### config.mk
export PLATFORM = sky130hd
export DESIGN_NAME = gyro_interleave_smoothing_filter
export DESIGN_NICKNAME = d
export VERILOG_FILES = /design/src/sv/gisf_pkg.sv /design/src/sv/gisf_seq.sv /design/src/sv/gisf_div.sv /design/src/sv/gyro_interleave_smoothing_filter.sv
export SDC_FILE = /design/constraint.sdc
export NUM_CORES = 1
export LEC_CHECK = 0
export ABC_AREA = 1
export BUFFER_PORTS_ARGS = -buffer_cell sky130_fd_sc_hd__buf_2
export CAP_MARGIN = 0
export CORE_UTILIZATION = 58
export CTS_CLUSTER_SIZE = 14
export DETAILED_ROUTE_END_ITERATION = 7
export PLACE_DENSITY = 0.76
export SYNTH_ARGS = -nofsm -noshare
export SYNTH_HDL_FRONTEND = slang
export SYNTH_HIERARCHICAL = 1
export SYNTH_SLANG_ARGS = --single-unit
### constraint.sdc
create_clock -name clk_i -period 7.35 [get_ports clk_i]
set_input_delay 0 -clock clk_i [delete_from_list [all_inputs] [get_ports clk_i]]
set_output_delay 0 -clock clk_i [all_outputs]
set_load 0.01 [all_outputs]
### src/sv/gisf_pkg.sv
// ----------------------------------------------------------------------------
// gisf_pkg
// Shared widths, control codes and the microcode program of the gyro
// interleave smoothing filter.
// ----------------------------------------------------------------------------
package gisf_pkg;

  // field and datapath widths
  localparam int Axes     = 3;
  localparam int AxisW    = 2;
  localparam int SampleW  = 15;
  localparam int RateW    = 16;
  localparam int FactorW  = 8;
  localparam int AccW     = 25;
  localparam int StepW    = 4;
  localparam int CfgIdxW  = 2;
  localparam int InDataW  = 96;
  localparam int OutDataW = 48;
  localparam int Prod3W   = 32;

  // reciprocal of three for the interleave average, exact below 2^16
  localparam logic [RateW-1:0] RecipThree      = 16'hAAAB;
  localparam int               RecipThreeShift = 17;

  // datapath operations
  typedef enum logic [3:0] {
    OP_NOP,
    OP_PAIR,
    OP_ABS3,
    OP_MUL3,
    OP_RATE,
    OP_MUL,
    OP_DIVF,
    OP_SMOOTH,
    OP_NEXT,
    OP_EMIT
  } op_e;

  // jump conditions
  typedef enum logic [2:0] {
    C_NEXT,
    C_ALWAYS,
    C_NO_INPUT,
    C_DIV_BUSY,
    C_NO_SMOOTH,
    C_ZERO_F,
    C_MORE_AXES,
    C_OUT_FULL
  } cond_e;

  // configuration register indexes
  typedef enum logic [CfgIdxW-1:0] {
    REG_SMOOTH_EN,
    REG_FACTOR_ROLL,
    REG_FACTOR_PITCH,
    REG_FACTOR_YAW
  } cfg_reg_e;

  // program step addresses
  localparam logic [StepW-1:0] STEP_IDLE   = 4'd0;
  localparam logic [StepW-1:0] STEP_PAIR   = 4'd1;
  localparam logic [StepW-1:0] STEP_ABS3   = 4'd2;
  localparam logic [StepW-1:0] STEP_MUL3   = 4'd3;
  localparam logic [StepW-1:0] STEP_RATE   = 4'd4;
  localparam logic [StepW-1:0] STEP_MUL    = 4'd5;
  localparam logic [StepW-1:0] STEP_DIVF   = 4'd6;
  localparam logic [StepW-1:0] STEP_WAITF  = 4'd7;
  localparam logic [StepW-1:0] STEP_SMOOTH = 4'd8;
  localparam logic [StepW-1:0] STEP_NEXT   = 4'd9;
  localparam logic [StepW-1:0] STEP_HOLD   = 4'd10;
  localparam logic [StepW-1:0] STEP_EMIT   = 4'd11;

  typedef struct packed {
    op_e              op;
    cond_e            cond;
    logic [StepW-1:0] target;
  } ctrl_word_t;

  // datapath status seen by the sequencer
  typedef struct packed {
    logic in_full;
    logic div_busy;
    logic no_smooth;
    logic zero_f;
    logic more_axes;
    logic out_full;
  } status_t;

  // microcode program
  function automatic ctrl_word_t program_word(logic [StepW-1:0] step);
    ctrl_word_t w;
    case (step)
      STEP_IDLE:   w = '{OP_NOP,    C_NO_INPUT,  STEP_IDLE};
      STEP_PAIR:   w = '{OP_PAIR,   C_NEXT,      STEP_IDLE};
      STEP_ABS3:   w = '{OP_ABS3,   C_NEXT,      STEP_IDLE};
      STEP_MUL3:   w = '{OP_MUL3,   C_NEXT,      STEP_IDLE};
      STEP_RATE:   w = '{OP_RATE,   C_NO_SMOOTH, STEP_NEXT};
      STEP_MUL:    w = '{OP_MUL,    C_ZERO_F,    STEP_SMOOTH};
      STEP_DIVF:   w = '{OP_DIVF,   C_NEXT,      STEP_IDLE};
      STEP_WAITF:  w = '{OP_NOP,    C_DIV_BUSY,  STEP_WAITF};
      STEP_SMOOTH: w = '{OP_SMOOTH, C_NEXT,      STEP_IDLE};
      STEP_NEXT:   w = '{OP_NEXT,   C_MORE_AXES, STEP_PAIR};
      STEP_HOLD:   w = '{OP_NOP,    C_OUT_FULL,  STEP_HOLD};
      STEP_EMIT:   w = '{OP_EMIT,   C_ALWAYS,    STEP_IDLE};
      default:     w = '{OP_NOP,    C_ALWAYS,    STEP_IDLE};
    endcase
    return w;
  endfunction

endpackage

### src/sv/gisf_seq.sv
// ----------------------------------------------------------------------------
// gisf_seq
// Step counter of the microcode program with conditional jumps.
// ----------------------------------------------------------------------------
module gisf_seq (
  input  logic              clk_i,
  input  logic              rst_ni,
  input  gisf_pkg::status_t status_i,
  output gisf_pkg::op_e     op_o
);

  logic [gisf_pkg::StepW-1:0] step_q, step_d;
  gisf_pkg::ctrl_word_t       word;
  logic                       jump;

  // fetch the control word of the current step
  assign word = gisf_pkg::program_word(step_q);
  assign op_o = word.op;

  // jump condition
  always_comb begin
    case (word.cond)
      gisf_pkg::C_NEXT:      jump = 1'b0;
      gisf_pkg::C_ALWAYS:    jump = 1'b1;
      gisf_pkg::C_NO_INPUT:  jump = !status_i.in_full;
      gisf_pkg::C_DIV_BUSY:  jump = status_i.div_busy;
      gisf_pkg::C_NO_SMOOTH: jump = status_i.no_smooth;
      gisf_pkg::C_ZERO_F:    jump = status_i.zero_f;
      gisf_pkg::C_MORE_AXES: jump = status_i.more_axes;
      gisf_pkg::C_OUT_FULL:  jump = status_i.out_full;
      default:               jump = 1'b0;
    endcase
  end

  assign step_d = jump ? word.target : step_q + 1'b1;

  // step counter
  always_ff @(posedge clk_i or negedge rst_ni) begin
    if (!rst_ni) begin
      step_q <= gisf_pkg::STEP_IDLE;
    end else begin
      step_q <= step_d;
    end
  end

endmodule

### src/sv/gisf_div.sv
// ----------------------------------------------------------------------------
// gisf_div
// Serial signed divider, one quotient bit per cycle, truncating toward zero.
// ----------------------------------------------------------------------------
module gisf_div (
  input  logic                                clk_i,
  input  logic                                rst_ni,
  input  logic                                start_i,
  input  logic signed [gisf_pkg::AccW-1:0]    dividend_i,
  input  logic [gisf_pkg::FactorW-1:0]        divisor_i,
  output logic                                busy_o,
  output logic [gisf_pkg::RateW-1:0]          quotient_o
);

  localparam int CntW = $clog2(gisf_pkg::AccW);

  logic                          busy_q;
  logic [CntW-1:0]               cnt_q;
  logic                          neg_q;
  logic [gisf_pkg::FactorW-1:0]  rem_q;
  logic [gisf_pkg::FactorW-1:0]  dvs_q;
  logic [gisf_pkg::AccW-1:0]     quo_q;
  logic [gisf_pkg::FactorW:0]    shifted;
  logic [gisf_pkg::FactorW:0]    diff;
  logic                          ge;
  logic [gisf_pkg::AccW-1:0]     signed_quo;

  // one restoring step
  assign shifted = {rem_q, quo_q[gisf_pkg::AccW-1]};
  assign ge      = shifted >= {1'b0, dvs_q};
  assign diff    = shifted - {1'b0, dvs_q};

  assign signed_quo = neg_q ? (~quo_q + 1'b1) : quo_q;
  assign quotient_o = signed_quo[gisf_pkg::RateW-1:0];
  assign busy_o     = busy_q;

  // control state
  always_ff @(posedge clk_i or negedge rst_ni) begin
    if (!rst_ni) begin
      busy_q <= 1'b0;
      cnt_q  <= '0;
    end else if (start_i) begin
      busy_q <= 1'b1;
      cnt_q  <= CntW'(gisf_pkg::AccW - 1);
    end else if (busy_q) begin
      if (cnt_q == '0) begin
        busy_q <= 1'b0;
      end else begin
        cnt_q <= cnt_q - 1'b1;
      end
    end
  end

  // magnitude and remainder registers
  always_ff @(posedge clk_i) begin
    if (start_i) begin
      neg_q <= dividend_i[gisf_pkg::AccW-1];
      quo_q <= dividend_i[gisf_pkg::AccW-1] ? (~dividend_i + 1'b1) : dividend_i;
      rem_q <= '0;
      dvs_q <= divisor_i;
    end else if (busy_q) begin
      rem_q <= ge ? diff[gisf_pkg::FactorW-1:0] : shifted[gisf_pkg::FactorW-1:0];
      quo_q <= {quo_q[gisf_pkg::AccW-2:0], ge};
    end
  end

endmodule

### src/sv/gyro_interleave_smoothing_filter.sv
// ----------------------------------------------------------------------------
// gyro_interleave_smoothing_filter
// Averages interleaved gyro reading pairs per axis and applies an optional
// first-order smoothing stage, under control of a small microcode program.
// ----------------------------------------------------------------------------
// Flow: one item at a time; smoothing makes an axis wait on the shared serial
//   divider, and a zero factor skips the divider. The next item is taken while
//   a result waits; the emit step of the next item holds until the waiting
//   result is taken.
// Reset: asynchronous, active low; clears the configuration registers, the
//   handshake flags, the axis index, halves and smoothed values.
module gyro_interleave_smoothing_filter (
  input  logic                              clk_i,
  input  logic                              rst_ni,
  // configuration write channel
  input  logic                              cfg_valid_i,
  output logic                              cfg_ready_o,
  input  logic [gisf_pkg::CfgIdxW-1:0]      cfg_index_i,
  input  logic [gisf_pkg::FactorW-1:0]      cfg_data_i,
  // input stream
  input  logic                              s_axis_tvalid,
  output logic                              s_axis_tready,
  // first_roll, first_pitch, first_yaw, second_roll, second_pitch,
  // second_yaw (15 bits each), zero pad
  input  logic [gisf_pkg::InDataW-1:0]      s_axis_tdata,
  // output stream
  output logic                              m_axis_tvalid,
  input  logic                              m_axis_tready,
  // rate_roll, rate_pitch, rate_yaw (16 bits each)
  output logic [gisf_pkg::OutDataW-1:0]     m_axis_tdata
);

  localparam int SamplesW = 2 * gisf_pkg::Axes * gisf_pkg::SampleW;

  gisf_pkg::op_e     op;
  gisf_pkg::status_t status;

  logic                               smooth_en_q;
  logic [gisf_pkg::FactorW-1:0]       factor_q [gisf_pkg::Axes];
  logic                               in_full_q;
  logic [SamplesW-1:0]                in_q;
  logic                               out_full_q;
  logic [gisf_pkg::OutDataW-1:0]      out_q;
  logic [gisf_pkg::AxisW-1:0]         axis_q;
  logic signed [gisf_pkg::RateW-1:0]  pair_q;
  logic signed [gisf_pkg::AccW-1:0]   acc_q;
  logic                               neg3_q;
  logic [gisf_pkg::RateW-1:0]         mag3_q;
  logic [gisf_pkg::Prod3W-1:0]        prod3_q;
  logic signed [gisf_pkg::RateW-1:0]  rate_q   [gisf_pkg::Axes];
  logic signed [gisf_pkg::RateW-1:0]  half_q   [gisf_pkg::Axes];
  logic signed [gisf_pkg::RateW-1:0]  smooth_q [gisf_pkg::Axes];

  logic signed [gisf_pkg::SampleW-1:0] first_s, second_s;
  logic signed [gisf_pkg::RateW-1:0]   pair;
  logic signed [gisf_pkg::RateW:0]     half_sum;
  logic signed [gisf_pkg::RateW-1:0]   half_val;
  logic [gisf_pkg::RateW-1:0]          quo3;
  logic signed [gisf_pkg::RateW-1:0]   rate3;
  logic [gisf_pkg::FactorW-1:0]        factor;
  logic signed [gisf_pkg::FactorW:0]   factor_m1;
  logic signed [gisf_pkg::AccW-1:0]    product;
  logic signed [gisf_pkg::RateW-1:0]   smooth_val;
  logic                                div_start;
  logic                                div_busy;
  logic [gisf_pkg::RateW-1:0]          div_quo;
  logic                                in_xfer, out_xfer;

  assign cfg_ready_o   = 1'b1;
  assign s_axis_tready = !in_full_q;
  assign m_axis_tvalid = out_full_q;
  assign m_axis_tdata  = out_q;
  assign in_xfer       = s_axis_tvalid && s_axis_tready;
  assign out_xfer      = m_axis_tvalid && m_axis_tready;

  // per-axis operands
  assign first_s   = in_q[axis_q*gisf_pkg::SampleW +: gisf_pkg::SampleW];
  assign second_s  = in_q[(axis_q + gisf_pkg::AxisW'(gisf_pkg::Axes))*gisf_pkg::SampleW
                          +: gisf_pkg::SampleW];
  assign pair      = gisf_pkg::RateW'(first_s) + gisf_pkg::RateW'(second_s);
  assign half_sum  = {pair_q[gisf_pkg::RateW-1], pair_q}
                     + (gisf_pkg::RateW+1)'(pair_q[gisf_pkg::RateW-1]);
  assign half_val  = half_sum[gisf_pkg::RateW:1];
  assign factor    = factor_q[axis_q];
  assign factor_m1 = {1'b0, factor - 1'b1};
  assign product   = gisf_pkg::AccW'(smooth_q[axis_q]) * gisf_pkg::AccW'(factor_m1);
  assign smooth_val = (factor == '0) ? rate_q[axis_q] : div_quo;

  // divide by three through the reciprocal, sign restored afterwards
  assign quo3  = gisf_pkg::RateW'(prod3_q >> gisf_pkg::RecipThreeShift);
  assign rate3 = neg3_q ? (~quo3 + 1'b1) : quo3;

  // divider hookup
  assign div_start = (op == gisf_pkg::OP_DIVF);

  // status for the sequencer
  assign status.in_full   = in_full_q;
  assign status.div_busy  = div_busy;
  assign status.no_smooth = !smooth_en_q;
  assign status.zero_f    = (factor == '0);
  assign status.more_axes = (axis_q != gisf_pkg::AxisW'(gisf_pkg::Axes - 1));
  assign status.out_full  = out_full_q;

  gisf_seq u_seq (
    .clk_i    (clk_i),
    .rst_ni   (rst_ni),
    .status_i (status),
    .op_o     (op)
  );

  gisf_div u_div (
    .clk_i      (clk_i),
    .rst_ni     (rst_ni),
    .start_i    (div_start),
    .dividend_i (acc_q),
    .divisor_i  (factor),
    .busy_o     (div_busy),
    .quotient_o (div_quo)
  );

  // configuration, handshakes and filter state
  always_ff @(posedge clk_i or negedge rst_ni) begin
    if (!rst_ni) begin
      smooth_en_q <= 1'b0;
      in_full_q   <= 1'b0;
      out_full_q  <= 1'b0;
      axis_q      <= '0;
      for (int i = 0; i < gisf_pkg::Axes; i++) begin
        factor_q[i] <= '0;
        half_q[i]   <= '0;
        smooth_q[i] <= '0;
      end
    end else begin
      if (cfg_valid_i && cfg_ready_o) begin
        case (cfg_index_i)
          gisf_pkg::REG_SMOOTH_EN:    smooth_en_q <= cfg_data_i[0];
          gisf_pkg::REG_FACTOR_ROLL:  factor_q[0] <= cfg_data_i;
          gisf_pkg::REG_FACTOR_PITCH: factor_q[1] <= cfg_data_i;
          gisf_pkg::REG_FACTOR_YAW:   factor_q[2] <= cfg_data_i;
          default: ;
        endcase
      end
      if (in_xfer) begin
        in_full_q <= 1'b1;
      end
      if (out_xfer) begin
        out_full_q <= 1'b0;
      end
      case (op)
        gisf_pkg::OP_RATE: begin
          half_q[axis_q] <= half_val;
        end
        gisf_pkg::OP_SMOOTH: begin
          smooth_q[axis_q] <= smooth_val;
        end
        gisf_pkg::OP_NEXT: begin
          axis_q <= status.more_axes ? axis_q + 1'b1 : '0;
        end
        gisf_pkg::OP_EMIT: begin
          in_full_q  <= 1'b0;
          out_full_q <= 1'b1;
        end
        default: ;
      endcase
    end
  end

  // payload registers
  always_ff @(posedge clk_i) begin
    if (in_xfer) begin
      in_q <= s_axis_tdata[SamplesW-1:0];
    end
    case (op)
      gisf_pkg::OP_PAIR: begin
        pair_q <= pair;
        acc_q  <= gisf_pkg::AccW'(pair) + gisf_pkg::AccW'(half_q[axis_q]);
      end
      gisf_pkg::OP_ABS3: begin
        neg3_q <= acc_q[gisf_pkg::AccW-1];
        mag3_q <= gisf_pkg::RateW'(acc_q[gisf_pkg::AccW-1] ? -acc_q : acc_q);
      end
      gisf_pkg::OP_MUL3: begin
        prod3_q <= gisf_pkg::Prod3W'(mag3_q) * gisf_pkg::Prod3W'(gisf_pkg::RecipThree);
      end
      gisf_pkg::OP_RATE: begin
        rate_q[axis_q] <= rate3;
      end
      gisf_pkg::OP_MUL: begin
        acc_q <= product + gisf_pkg::AccW'(rate_q[axis_q]) + gisf_pkg::AccW'(1);
      end
      gisf_pkg::OP_SMOOTH: begin
        rate_q[axis_q] <= smooth_val;
      end
      gisf_pkg::OP_EMIT: begin
        out_q <= {rate_q[2], rate_q[1], rate_q[0]};
      end
      default: ;
    endcase
  end

endmodule
== After elaboration in Yosys (flattened, before gate mapping) ==
Memories as Yosys holds them, arrays and structs flattened. A register that Yosys moved wholly into a read port is not among the register bits.
Index checks and enable logic that the tools add are counted.

* Multipliers: 4
* Reductions and logical operators: 18
* Equality and inequality tests: 21
* Shifts and indexed selects: 2
* Bitwise logic cells: 5
* Multiplexer cells: 40
* Add/subtract/negate cells: 15
* $lt $le $gt $ge: 3

{| class="wikitable"
|+ Operator list
! operator !! number
|-
| $mux 16 || 10
|-
| $bwmux 48 || 2
|-
| $shiftx 90x7->15 || 1
|-
| $shiftx 90x8->15 || 1
|-
| $mux 25 || 3
|-
| $bmux 16 s2 || 2
|-
| $pmux 25 s2 || 1
|-
| $add 16x1->16 const B || 2
|-
| $demux 16 s2 || 1
|-
| $mul 16x16->32 const B || 1
|-
| $add 25x1->25 const B || 1
|-
| $add 25x16->25 || 1
|-
| $add 25x2->25 const B || 1
|-
| $mul 16x9->25 || 1
|-
| $not 25->25 || 1
|-
| $mux 8 || 3
|-
| $add 16x16->17 || 1
|-
| $add 16x2->17 || 1
|-
| $add 15x15->16 || 1
|-
| $bmux 8 s2 || 1
|-
| $eq 4x3->1 const B || 4
|-
| $neg 16->16 || 1
|-
| $not 15->16 || 1
|-
| $not 16->16 || 1
|-
| 35 further kinds || 65
|}

* Memories: 2
* Output and inout port bits: 51
* Word-level logic and storage cells: 136
* Register bits: 357
* Bits in read-only memories: 176
* Bits in writable memories: 48
* Bits of input ports: 111

{| class="wikitable"
|+ Memory list
! name !! words !! width !! rd ports !! clocked after memory_dff !! wr ports !! RTL line !! text
|-
| (name not given) || 16 || 11 || 1 || 0 || 0 || gisf_pkg.sv:92 || <nowiki>case (step)</nowiki>
|-
| rate_q || 3 || 16 || 4 || 3 || 1 || gyro_interleave_smoothing_filter.sv:50 || <nowiki>logic signed [gisf_pkg::RateW-1:0] rate_q [gisf_pkg::Axes];</nowiki>
|}

== Depth between registers and ports, before layout ==
Gate-level depths: netlist (run 1).

* Depth in word-level cells: 9
* Depth in mapped cells: 38
* Mapped depth without buffers: 34

== Hierarchy ==
The synthesis (run 1) kept the hierarchy.

{| class="wikitable"
|+ By module, submodules not included
! module !! area each (µm²) !! sequential area each (µm²) !! instances !! cells an instance
|-
| gyro_interleave_smoothing_filter || 29508.3 || 11385.9 || 1 || 3342
|-
| gisf_div || 3543.4 || 1331.3 || 1 || 510
|-
| gisf_seq || 513.0 || 100.1 || 1 || 81
|}

== Worst setup path after synthesis (run 1) ==
Ideal clock, no wire load.

* Path kind: register -> register
* Start point: register axis_q[1] in the netlist's numbering
* End point: register acc_q[22] in the netlist's numbering (data pin)
* Stages on the path, launching flop included: 32
* Arrival time: 6246 ps
* Data required time: 7090 ps
* Clock period less this slack: 6506 ps
* Path buffers: 3
* Library setup time: 260 ps
* Path slack: 844 ps
* Cells stage by stage: dfrtp_1 -> buf_4 -> inv_4 -> nor2_1 -> nand2_1 -> and3_1 -> buf_2 -> buf_1 -> ha_1 -> inv_1 -> nor3_4 -> xor2_2 -> inv_1 -> nand2_1 -> fa_1 -> fa_1 -> inv_1 -> fa_1 -> inv_1 -> fa_1 -> fa_1 -> inv_1 -> ha_1 -> nand2_1 -> nor2_1 -> nand2_1 -> nor3_1 -> nand2_1 -> nand3_1 -> nand2_1 -> nand3_1 -> nand2_1

* Cells in the longest elaborated chain, start to end: 9
* Elaborated cells between the ends (all ways): 23
* Classes of those cells: add/sub (6); mul (3); shift (2); mux (10); bitwise (1); memory (1)

{| class="wikitable"
|+ RTL lines
! what !! RTL line !! text
|-
| from (decl) || gyro_interleave_smoothing_filter.sv:44 || <nowiki>logic [gisf_pkg::AxisW-1:0] axis_q;</nowiki>
|-
| from (signal assigned) || gyro_interleave_smoothing_filter.sv:157 || <nowiki>axis_q <= status.more_axes ? axis_q + 1'b1 : '0;</nowiki>
|-
| $not 2->3 (implied by the code) || gyro_interleave_smoothing_filter.sv:84, gyro_interleave_smoothing_filter.sv:86, gyro_interleave_smoothing_filter.sv:176 ||
|-
| $bmux 8 s2 || gyro_interleave_smoothing_filter.sv:84 || <nowiki>assign factor = factor_q[axis_q];</nowiki>
|-
| $mux 8 (implied by the code) (2 in series) || gyro_interleave_smoothing_filter.sv:84 ||
|-
| $sub 8x1->8 || gyro_interleave_smoothing_filter.sv:85 || <nowiki>assign factor_m1 = {1'b0, factor - 1'b1};</nowiki>
|-
| $mul 16x9->25 || gyro_interleave_smoothing_filter.sv:86 || <nowiki>assign product = gisf_pkg::AccW'(smooth_q[axis_q]) * gisf_pkg::AccW'(factor_m1);</nowiki>
|-
| $add 25x16->25 || gyro_interleave_smoothing_filter.sv:189 || <nowiki>acc_q <= product + gisf_pkg::AccW'(rate_q[axis_q]) + gisf_pkg::AccW'(1);</nowiki>
|-
| $add 25x2->25 || gyro_interleave_smoothing_filter.sv:189 ||
|-
| $pmux 25 s2 * || gyro_interleave_smoothing_filter.sv:173 || <nowiki>case (op)</nowiki>
|-
| to (signal assigned) || gyro_interleave_smoothing_filter.sv:176 || <nowiki>acc_q <= gisf_pkg::AccW'(pair) + gisf_pkg::AccW'(half_q[axis_q]);</nowiki>
|-
| to (signal assigned) || gyro_interleave_smoothing_filter.sv:189 ||
|-
| to (decl) || gyro_interleave_smoothing_filter.sv:46 || <nowiki>logic signed [gisf_pkg::AccW-1:0] acc_q;</nowiki>
|}

Every way passes the cells marked *; elsewhere a longest branch is shown, timed or not. The select of a mux whose other input is x is not followed.
A chain may end at the register's enable or synchronous reset.

== Worst setup path after layout (run 1) ==
* Start point: register axis_q[0] in the netlist's numbering
* End point: register acc_q[18] in the netlist's numbering (data pin)

Same word-level chain as after synthesis.

==> impl_results.md, run 1 <==
- Final wirelength: about 87 mm
- Crit path time final: just under 7 ns
- Final Wtd Congestion: 0.989
- H-tree Lvls: 2
- Clk buf depth: 3
- Multi-input gate area: approximately 18000 sq um
- Share of layout cells above drive strength 1: 0.0821
- Nets@finish: between 4k and 5k
- Clk sinks: 452
- Synth warn: 6
- Rows: 87
- Maximum capacitance violations: 0
- Layout fillers: approximately 4.6k
- Largest cells by area after synthesis: edfxtp_1 28%, fa_1 12%, nand2_1 11%
- Chip width: between 200 and 250 um
- Required @ worst endpoint: 7.67 ns
- Post-DP HPWL: approximately 64 mm
- Fin area: between 30000 and 40000 sq um
- Area leader, netlist: edfxtp_1
- Post-CTS Setup Bufs: 0
- Pins Over Slew Limit: 0
- Dominant cell by count in the synthesized netlist: nand2_1
- Yosys cell types: 53
- Outcome: completed
- EDFF count, synth: 309
- HP Class: in2async
- Worst Skew: between 0.015 and 0.02 ns
- Core area: approximately 57000 sq um
- Area delta synth->final: 13.2%
- Yosys reg bits: approximately 450
- Clock latency at the later pin of the worst-skew pair: roughly 0.6 ns
- Post-Syn Nets: between 4k and 5k
- Initial antenna violation count: 3
- Largest net degree at the start of global routing: 85
- Yosys top cell area share: 0.276
- Post-DP Area: between 30000 and 40000 sq um
- Worst Path Max Fanout: 19
- Number of buffers added on ports: about 150
- Pre-antenna DRT Iters: 8
- Worst setup path class: reg2reg
- Die area: between 50000 and 60000 sq um
- Starting DRC count in detailed routing: approximately 2.2k
- RSZ-0062 raised after global routing: no
- Asr flop ratio synth: 0.299
- Reg area: between 10000 and 15000 sq um
- Startpoint types: flop
- Final Cycle Share: 0.930
- Root Driver: clkbuf_16
- Vias post-DR: between 20k and 30k
- WP buf/inv: 9
- Sequential share of the synthesized area: 0.382
- Synth Cell Area: 33600 sq um
- Via density: 5.48
- Clk slew on worst S/H paths: ~0.060 ns
- IO Pins: around 160
- Worst-margin pin slew: about 1.2 ns
- CTS tree: done
- CP most frequent cell: inv_1
- Final ANT Viol Nets: 0
- Crit-path max cell delay: roughly 0.56 ns
- Setup TNS: 0 ns
- DRC: 0
- First-pass GRT wire length: about 140 mm
- Vias in the first global route: roughly 27k
- Initial Utilization: 0.591
- Slew HR: 0.214
- Crit-path leading delay family: adder cells
- Post-synthesis cell count: slightly below 4k
- Most used flip-flop cell after synthesis: edfxtp_1
- CTS Buf Count: 48
- Final Hold Violating Endpoints: 0
- Fmax: 146 MHz
- Routed length per instance: roughly 17 um
- Slowest CP cell: fa_1
- Endpoints failing setup: 0
- Most common library cells after synthesis: 981 x nand2_1, 745 x inv_1, 315 x nor2_1
- Worst EP arrival: around 7.2 ns
- Crit end category: flop
- Gr ovfl total: 0
- Die height: 243 um
- Post-Syn Area per Cell: about 8.5 sq um
- Total track usage: 0.300
==> per-layer routing <==
| metal | global-route usage | part of all wire |
|---|---|---|
| met5 | 0 | 0 |
| met4 | 0.131 | 0.044 |
| met3 | 0.0453 | 0.077 |
| met2 | 0.495 | 0.47 |
| met1 | 0.392 | 0.41 |
==> cells by family after synthesis <==
| family | Yosys count | share of synthesized area |
|---|---|---|
| other | 1 | 0.000112 |
| xor gates and xnor gates | 83 | 0.0221 |
| adders and majority gates | 445 | 0.212 |
| and+or+nand+nor | 1703 | 0.217 |
| AOI/OAI and AO/OA | 416 | 0.0710 |
| buffers and inverters | 833 | 0.0954 |
| DFF | 452 | 0.382 |
==> worst paths after layout <==
| kind | start | endpoint | slack (ns) | cells past startpoint |
|---|---|---|---|---|
| max in group asynchronous | rst_ni | smooth_q[8]$_DFFE_PN0P_ | 5.96 | 3 |
| min | rst_ni | half_q[1]$_DFFE_PN0P_ | 0.02 | 2 |
| min in group clk_i | s_axis_tdata[53] | in_q[53]$_DFFE_PP_ | 0.12 | 2 |
| min reg2reg | rate_q[0][6]$_DFFE_PP_ | m_axis_tdata[6]$_DFFE_PP_ | 0.44 | 0 |
| max | axis_q[0]$_DFFE_PN0N_ | acc_q[18]$_DFFE_PP_ | 0.51 | 30 |
| max reg2reg | axis_q[0]$_DFFE_PN0N_ | acc_q[18]$_DFFE_PP_ | 0.51 | 30 |
==> flip-flops by register name (all words and copies together) (netlist names) <==
| name | flops |
|---|---|
| axis_q | 2 |
| u_div/cnt_q | 5 |
| u_seq/step_q | 4 |
| u_div/busy_o | 1 |
| in_q | 90 |
| u_div/dvs_q | 8 |
| smooth_en_q | 1 |
| u_div/neg_q | 1 |
| u_div/quo_q | 25 |
| rate_q | 64 |
| acc_q | 25 |
| smooth_q | 48 |
| prod3_q | 15 |
| neg3_q | 1 |
| u_div/rem_q | 8 |
| half_q | 48 |
| m_axis_tvalid | 1 |
| pair_q | 16 |
| m_axis_tdata | 48 |
| in_full_q | 1 |
| factor_q | 24 |
| mag3_q | 16 |
==> timing repair <==
item                                   CTS  global route
gates resized for setup                  0             0
endpoints found under the hold margin  196             0
hold buffers                           104             0
setup endpoints to repair                0             0
==> final cells by class <==
| cell class | instances | area share |
|---|---|---|
| inverters | 753 | 0.0745 |
| well taps | 756 | 0.0249 |
| clock inverters | 30 | 0.00837 |
| diodes | 3 | 0.000198 |
| clock buffers | 57 | 0.0331 |
| multi-input cells | 2648 | 0.463 |
| flip-flops and latches | 452 | 0.337 |
| repair buffers | 311 | 0.0587 |
==> metrics by stage <==
stage               utilization  hold slack, ns  setup WS, ns  std cells
floorplan                     -          -0.296         0.844       3933
global placement          0.622          0.0813         0.669       4816
detailed placement        0.622          0.0769         0.604       4816
CTS                       0.668          0.0225         0.552       5007
global route              0.669          0.0875        0.0730       5010
finish                    0.669          0.0167         0.512       5010
==> cells in the final DEF (no fill, tap or decap), types with 5 or more instances in the layout <==
cell / n
fa_1: 208
o22ai_1: 13
a21o_1: 6
nand4_1: 32
nand2_1: 981
nand2_2: 8
o21bai_1: 10
buf_2: 153
o211ai_1: 14
a21oi_1: 141
nand3b_1: 13
o21ai_0: 157
nor3_2: 5
nor2_2: 11
xnor2_1: 14
nor2_1: 310
nor4_1: 5
inv_1: 744
a221oi_1: 20
bufinv_16: 6
dlygate4sd3_1: 104
nand3_4: 11
dfxtp_1: 8
clkbuf_1: 8
dfrtp_1: 135
nand3_1: 270
a211oi_1: 7
a22oi_1: 35
edfxtp_1: 309
clkbuf_16: 49
clkinv_2: 13
ha_1: 237
clkinv_1: 7
nand2_4: 13
inv_2: 8
xor2_1: 67
buf_4: 52
nor3_1: 28
Power of run 1 is left out: the tool's default activity adds up to more than one toggle a clock period on the data nets, which glitch-free logic cannot reach.
==> inputs of run 2 (changes only) <==
Settings changed: CTS_BUF_LIST set to sky130_fd_sc_hd__clkbuf_8.
==> impl_results.md, run 2 (same netlist as run 1, synthesis figures left out) <==
- Gr ovfl total: 0
- Final ANT Viol Nets: 0
- Most frequent cells in the layout: 981 x nand2_1, 766 x inv_1, 310 x nor2_1, 309 x edfxtp_1, 270 x nand3_1
- Vias in the first global route: 27.5k
- Worst Skew: about 0.080 ns
- Vias post-DR: between 20k and 30k
- Worst Setup SP: axis_q[1]$_DFFE_PN0N_
- HP Class: in2reg
- Worst r2r src: axis_q[1]$_DFFE_PN0N_
- Clk slew on worst S/H paths: around 0.080 ns
- Initial Utilization: 0.591
- Max reg flops: 90
- Share of layout cells above drive strength 1: 0.0873
- Outcome: completed
- Pins Over Slew Limit: 0
- Crit-path max cell delay: 0.69 ns
- Required @ worst endpoint: between 7 and 8 ns
- Startpoint types: flop
- Area delta synth->final: 13.7%
- Post-DP Area: about 35000 sq um
- Slowest CP cell: fa_1
- Final Cycle Share: 0.926
- Fin area: about 38000 sq um
- Worst EP arrival: around 7.2 ns
- Initial antenna violation count: 1
- Chip width: approximately 240 um
- RSZ-0062 raised after global routing: no
- Die area: 58800 sq um
- First-pass GRT wire length: around 140 mm
- Number of buffers added on ports: between 150 and 200
- Largest net degree at the start of global routing: 85
- Worst setup path class: reg2reg
- Worst Path Max Fanout: 66
- Post-cts resize count: 0
- Post-DP HPWL: around 64 mm
- Worst-margin pin slew: ~1.2 ns
- Nets@finish: 4817
- Final Wtd Congestion: 0.989
- Crit path time final: between 6 and 7 ns
- Via density: 5.50
- Final Hold Violating Endpoints: 0
- CTS Buf Count: 74
- Clock latency at the later pin of the worst-skew pair: about 0.7 ns
- DP Worst Slack: 0.604 ns
- Maximum capacitance violations: 0
- H-tree Lvls: 3
- Cts hold-fix bufs: between 100 and 150
- Starting DRC count in detailed routing: 2242
- Final core utilization: 0.672
- Rows: 87
- Reg with most FFs: in_q
- Root Driver: clkbuf_8
- Worst Hold Launch: s_axis_tdata[52]
- Die height: around 240 um
- Clk sinks: roughly 450
- IO Pins: between 150 and 200
- DRC: 0
- Routed length per instance: around 18 um
- Core area: roughly 57000 sq um
- Endpoints failing setup: 0
- Post-CTS Setup Bufs: 0
- Leading cell type in the layout, fill and taps excluded: nand2_1
- Pre-antenna DRT Iters: 6
- Top Registers: in_q (90), rate_q (64)
- CTS tree: done
- Crit end category: flop
- Clk buf depth: 3
- Setup ws final: between 0.5 and 0.6 ns
- Setup TNS: 0 ns
- Total track usage: 0.309
- Slew HR: 0.219
- Final wirelength: 89.4 mm
- Fmax: between 100 and 150 MHz
## run 2: cell count changes in the layout (fill, tap and decap cells not counted), moves of 8 or more
cell | before | now
clkinv_2 | 13 | 4
inv_1 | 744 | 766
dlygate4sd3_1 | 104 | 124
clkbuf_16 | 49 | 0
clkbuf_1 | 8 | 0
clkbuf_8 | 0 | 81
## run 2: critical path: cells and delay by family (launching register included)
kind                       cells  cell delay [ns]
AOI/OAI and AO/OA              1             0.18
buffers and inverters          9             1.14
adders and majority gates      6             3.25
DFF                            1             0.51
and+or+nand+nor               12             1.42
## run 2: final timing paths
path                            depth (start not counted)  slack (ns)                    endpoint
max in group asynchronous                               4        6.06    smooth_q[34]$_DFFE_PN0P_
worst min register to register                          0        0.44  m_axis_tdata[23]$_DFFE_PP_
worst max-delay path                                   28        0.54         acc_q[23]$_DFFE_PP_
worst max register to register                         28        0.54         acc_q[23]$_DFFE_PP_
worst min-delay path                                    2        0.03          in_q[52]$_DFFE_PP_
min in group asynchronous                               4        0.49      u_div/busy_o$_DFF_PN0_
## run 2: final cells by class
cell class / count / area, sq um
fill: 4574 / 18700
multi-input combinational: 2648 / 17600
sequential: 452 / 12800
inverter: 753 / 2830
timing repair buffer: 332 / 2460
clock buffer: 81 / 1110
tap: 756 / 946
clock inverter: 54 / 407
antenna: 1 / 2.50
## run 2: per-stage QoR
step	std cells	hold slack, ns
global route	5077	0.00287
floorplan	3933	-0.296
detailed placement	4816	0.0769
CTS	5076	0.00130
finish	5077	0.0273
global placement	4816	0.0813
## run 2: routing by layer
layer | vias to the layer above | track usage | part of all wire
li1 | 13200 | - | -
met1 | 13200 | 0.394 | 0.40
met2 | 1253 | 0.513 | 0.48
met3 | 255 | 0.0516 | 0.076
met4 | 0 | 0.144 | 0.044
met5 | - | 0 | 0
Power of run 2 is left out for the same reason.
